**config.mk**
```make
export PLATFORM = sky130hd
export DESIGN_NAME = bbf_queue
export DESIGN_NICKNAME = d
export VERILOG_FILES = /design/src/rtl/core/assert_macros.svh /design/src/rtl/core/bbf_pkg.sv /design/src/rtl/core/bbf_queue.sv
export SDC_FILE = /design/constraint.sdc
export NUM_CORES = 1
export LEC_CHECK = 0
export BUFFER_PORTS_ARGS = -buffer_cell sky130_fd_sc_hd__buf_2
export CAP_MARGIN = 20
export CORE_AREA = 2 2 44 46
export DETAILED_ROUTE_END_ITERATION = 10
export DIE_AREA = 0 0 46 48
export PLACE_DENSITY = 0.72
export SLEW_MARGIN = 10
export SYNTH_ARGS = -nofsm -noshare
export SYNTH_HDL_FRONTEND = slang
export SYNTH_SLANG_ARGS = --single-unit
```
**constraint.sdc**
```tcl
create_clock -name aclk -period 1.6 [get_ports aclk]
set_clock_uncertainty 0.15 [all_clocks]
set_input_delay 0.08 -clock aclk [delete_from_list [all_inputs] [get_ports aclk]]
set_output_delay 0.08 -clock aclk [all_outputs]
set_load 0.02 [all_outputs]
```
**src/rtl/core/assert_macros.svh**
```systemverilog
// Assertion macros shared by the core RTL.
// Depends on aclk and aresetn being in scope where a macro is used.
`ifndef ASSERT_MACROS_SVH
`define ASSERT_MACROS_SVH

// clocked check, idle during reset
`define BBF_ASSERT(lbl, prop, msg) \
    lbl: assert property (@(posedge aclk) disable iff (!aresetn) (prop)) else $error(msg);

// implication shorthand
`define BBF_ASSERT_IMPL(lbl, pre, post, msg) \
    `BBF_ASSERT(lbl, (pre) |-> (post), msg)

`endif

```
**src/rtl/core/bbf_pkg.sv**
```systemverilog
// Shared types and constants for the banked Bloom filter core.
// No dependencies.
package bbf_pkg;

    typedef enum logic [1:0] {
        OP_INSERT = 2'd0,
        OP_QUERY  = 2'd1,
        OP_CLEAR  = 2'd2,
        OP_IGNORE = 2'd3
    } op_t;

    typedef enum logic [2:0] {
        BK_CLEAR,
        BK_IDLE,
        BK_LOAD,
        BK_DIV,
        BK_READ,
        BK_UPDATE,
        BK_FINISH
    } back_state_t;

    localparam logic CFG_HASH_COUNT = 1'b0;
    localparam logic CFG_BANK_BYTES = 1'b1;

    localparam logic [4:0]  HASH_COUNT_RST = 5'd6;
    localparam logic [11:0] BANK_BYTES_RST = 12'd2048;

    localparam int QUEUE_DEPTH = 2;

    localparam logic [31:0] SEEDS [16] = '{
        32'd217636919,  32'd290182597,  32'd386910137,  32'd515880193,
        32'd687840301,  32'd917120411,  32'd1222827239, 32'd1610612741,
        32'd3300450239, 32'd3300450259, 32'd3300450281, 32'd3300450289,
        32'd3221225473, 32'd4294967291, 32'd163227661,  32'd122420729
    };

endpackage

```
**src/rtl/core/bbf_queue.sv**
```systemverilog
// Short FIFO between front and back end.
// Depends on bbf_pkg.
module bbf_queue import bbf_pkg::*; #(
    parameter int W = 8
) (
    input  logic         aclk,
    input  logic         aresetn,
    input  logic         push,
    input  logic [W-1:0] push_data,
    output logic         full,
    input  logic         pop,
    output logic         valid,
    output logic [W-1:0] pop_data
);

    localparam int PW = $clog2(QUEUE_DEPTH);
    localparam int CW = $clog2(QUEUE_DEPTH + 1);

    logic [W-1:0]  mem_reg [QUEUE_DEPTH];
    logic [PW-1:0] wr_ptr_reg, rd_ptr_reg;
    logic [CW-1:0] count_reg;

    assign full     = (count_reg == CW'(QUEUE_DEPTH));
    assign valid    = (count_reg != '0);
    assign pop_data = mem_reg[rd_ptr_reg];

    always_ff @(posedge aclk) begin
        if (!aresetn) begin
            wr_ptr_reg <= '0;
            rd_ptr_reg <= '0;
            count_reg  <= '0;
        end else begin
            if (push) begin
                wr_ptr_reg <= (wr_ptr_reg == PW'(QUEUE_DEPTH - 1)) ? '0 : wr_ptr_reg + 1'b1;
            end
            if (pop) begin
                rd_ptr_reg <= (rd_ptr_reg == PW'(QUEUE_DEPTH - 1)) ? '0 : rd_ptr_reg + 1'b1;
            end
            if (push && !pop) begin
                count_reg <= count_reg + 1'b1;
            end else if (pop && !push) begin
                count_reg <= count_reg - 1'b1;
            end
        end
    end

    always_ff @(posedge aclk) begin
        if (push) begin
            mem_reg[wr_ptr_reg] <= push_data;
        end
    end

endmodule

```
-- Word level (Yosys, flattened, before mapping)
Memories as Yosys holds them, arrays and structs flattened. A register that Yosys moved wholly into a read port is not among the register bits.
Cells that the tools add are included.
- reductions and logical operators: 6
- equal/unequal tests: 1
- mux-type cells: 8
- $add $sub $neg: 4
- operator list (kind ; count):
    $mux W1 ; 6
    $mux W2 ; 2
    $reduce_bool A2 Y1 ; 2
    $add A1 B1 Y1 const B ; 2
    $add A2 B1 Y2 const B ; 1
    $eq A2 B2 Y1 const B ; 1
    $logic_and A1 B1 Y1 ; 2
    $logic_not A1 Y1 ; 2
    $sub A2 B1 Y2 const B ; 1
- flip-flop bits (word level): 4
- RAM bits: 16
- memories kept: 1
- output and inout port bits: 10
- memory list (name ; words ; bits a word ; read ports ; clocked after Yosys merged registers in ; write ports ; line ; text):
    mem_reg ; 2 ; 8 ; 1 ; 1 ; 1 ; bbf_queue.sv:19 ; logic [W-1:0] mem_reg [QUEUE_DEPTH];

-- Longest topological paths before layout
- depth in word-level cells: 4
- gate-level depth with buffers: 5
- gate-level depth less buffers: 5

-- Least setup slack after synthesis
No wires, ideal clock.
- path kind: register -> register
- start: register wr_ptr_reg
- end: memory mem_reg[0][0] (enable)
- setup slack: 0.346 ns
- cell stages (with the launch flop): 2
- buffers on the path: 0
- data arrival time: 0.730 ns
- period minus slack after synthesis: 1.254 ns
- path through: dfxtp_1 nor2b_1
- RTL lines (item ; line ; text):
    start, declared ; bbf_queue.sv:20 ; logic [PW-1:0] wr_ptr_reg, rd_ptr_reg;
    start signal, assigned ; bbf_queue.sv:34 ; wr_ptr_reg <= (wr_ptr_reg == PW'(QUEUE_DEPTH - 1)) ? '0 : wr_ptr_reg + 1'b1;
    end, declared ; bbf_queue.sv:19 ;
No word-level cell before the write port.

==> metrics.txt <==
WL/cell 11.5 um; list of most frequent post-synthesis cells edfxtp_1, mux2_2, dfxtp_1, and2_1; Worst path depth 2; dpl ws 0.324 ns; CP cell instances mux2_2 > buf_2; drt pass-1 iters 4; Critical Path Sink Type primary output; count of clock tree sinks 21; Synth-to-Final Area Change 33.4%; P_sw 0.251 mW; maximum vdd drop 0.551 mV; # fillers 147; Hold Violations, Final 0; dpl cell area 926 um^2; Setup Fix Bufs, Post-CTS 0; initial core utilization 0.472; Worst EP required 1.37 ns; critical path fanouts, max 8; share of layout cells above drive strength 1 0.434; global placer's final weighted congestion 0.622; FF-to-FF setup slack 0.18 ns; crit path to pop_data[2]; status finished clean; slew margin rel. 0.752; Seq/Total Area, Yosys 0.728; max-cap viol count 0; number of buffers created by CTS 3; Synth Flop Type edfxtp_1; Async SR Flop Fraction 0; die area 2210 um^2; most common cell in the netlist edfxtp_1; FF-to-FF Start wr_ptr_reg$_SDFFE_PN0P_; hpwl dp 796 um; Yosys warnings 0; Worst Min Path Start push; clk_lat worst skew 0.29 ns; CTS Buffer Depth 2; first-pass GRT wire length 1890 um; setup tns final 0 ns; Die Ht 48 um; num ports 22; post-route setup slack 0.108 ns; delay-heaviest family, CP flip-flops; ranking of synthesized cells by area edfxtp_1, dfxtp_1, mux2_2, and2_1, xor2_1; Net Sw Frac 0.234; clock share of power 0.224; initial antenna violation count 0; fin crit share 0.933; # DRC 0; Post-Route WL 1150 um; LEAKAGE 0.434 nW; WP data arrival 1.26 ns; Net count, final 97; total power 1.07 mW; # setup viols final 0; type of origin of the critical path flop; Reg area 582 um^2; Mapped Cells 47; max reg flops 16; Synth cell types 16; slowest CP cell dfxtp_2; CP Buf/Inv Count 1; Final min period 1.49 ns; reg2reg end wr_ptr_reg$_SDFFE_PN0P_; area of the multi-input gates 208 um^2; gr ovfl total 0; worst slew pin tran 0.372 ns; sequential power share 0.603; CTS tree yes; final slew viol count 0; area leader, netlist edfxtp_1; # diodes 0; # port buffers 21; R2R depth 3; row count 15; CTS clock-pin slew for the worst setup and hold paths 0.11 ns; Finished Core Util 0.630; Initial DRC Count 3; WS Path Type reg2out; largest net degree at the start of global routing 12; Fmax 670 MHz; Final Cell Area 1060 um^2; Avg Inst Size Synth 17.0 um^2; vias in the first global route 476; Net Count, Synth 60; Via density 4.85; Comb pwr share 0.174; Post-DRT Antenna Nets 0; H-tree depth 1; RSZ-0062 raised after global routing no; CP max stage delay 0.45 ns; CTS root buf clkbuf_4; core area 1690 um^2; Synth Cell Area 797 um^2; number of synthesized flops with an enable pin 16; Int Power 0.819 mW; worst hold path class in2reg; total number of vias 485; GR Util All Layers 0.128; PD cells 1010 nW/um^2; #FFs+latches synth 21; Die W 46 um; top cell type's share of synthesized area 0.603
-- cells in the final DEF, fill, tap and decap left out, types with 2 or more instances in the layout --
| cell | n |
|---|---|
| mux2_2 | 8 |
| xor2_1 | 2 |
| nor2b_1 | 2 |
| and2_1 | 4 |
| edfxtp_1 | 16 |
| clkbuf_4 | 3 |
| dfxtp_1 | 4 |
| buf_2 | 21 |
| dlygate4sd3_1 | 11 |
-- stage by stage --
stage          instances  hold WS, ns
2_1_floorplan         47       0.0289
3_3_place_gp          85        0.119
3_5_place_dp          85        0.122
4_1_cts              100        0.145
5_1_grt              100        0.171
6_report             100        0.144
-- timing repair --
action,in CTS,in global routing
hold endpoints to repair,21,0
resized for setup,1,0
hold buffers,11,0
setup endpoints to repair,8,0
-- kinds of logic (layout without fill, tap and decap cells) --
logic type      count (synthesis)  in the layout  share of synthesized area
flops                          21             21                      0.728
fa+ha+maj                       1              1                     0.0157
mux                             8              8                      0.113
compound gates                  3              3                     0.0251
simple gates                    9              9                     0.0738
xor+xnor                        3              3                     0.0330
buf+inv                         2             38                     0.0110
-- tightest hold or removal path, delay by kind of cell --
| family | cells | cell delay [ns] |
|---|---|---|
| AND/OR/NAND/NOR | 1 | 0.12 |
| AO/OA/AOI/OAI | 1 | 0.05 |
| adder cells (fa/ha/maj) | 1 | 0.18 |
| buffers and inverters | 1 | 0.11 |
-- layer usage --
metal  part of all wire  global-route usage  vias to the layer above
met3              0.044              0.0340                        2
met4              0.011              0.0857                        0
met5                  0                   0                        -
met1               0.43               0.133                      223
li1                   -                   -                      245
met2               0.51               0.225                       15
-- power groups by stage --
stage | Sequential (mW) | Combinational, mW | Clock (mW)
CTS | 0.646 | 0.188 | 0.244
floorplan | 0.647 | 0.120 | 0
finish | 0.645 | 0.186 | 0.239
detailed placement | 0.658 | 0.166 | 0
global placement | 0.656 | 0.163 | 0
global route | 0.651 | 0.204 | 0.270
-- area by class of cell --
class	count	area share
Clock buffer	4	0.0247
Tap cell	17	0.0200
Multi-Input combinational cell	24	0.195
Inverter	1	0.00353
Sequential cell	21	0.547
Timing Repair Buffer	33	0.209
-- how the worst min path moves through the flow --
stage | slack, ns | endpoint | cells after the start
final | 0.14 | count_reg[1]$_SDFFE_PN0P_ | 4
after global routing | 0.17 | count_reg[1]$_SDFFE_PN0P_ | 4
after CTS | 0.14 | count_reg[1]$_SDFFE_PN0P_ | 4
after detailed placement | 0.12 | mem_reg[1][2]$_DFFE_PP_ | 1
after global placement | 0.12 | mem_reg[0][5]$_DFFE_PP_ | 1
after floorplan | 0.03 | mem_reg[0][0]$_DFFE_PP_ | 0
(Power assumes the default switching activity.)
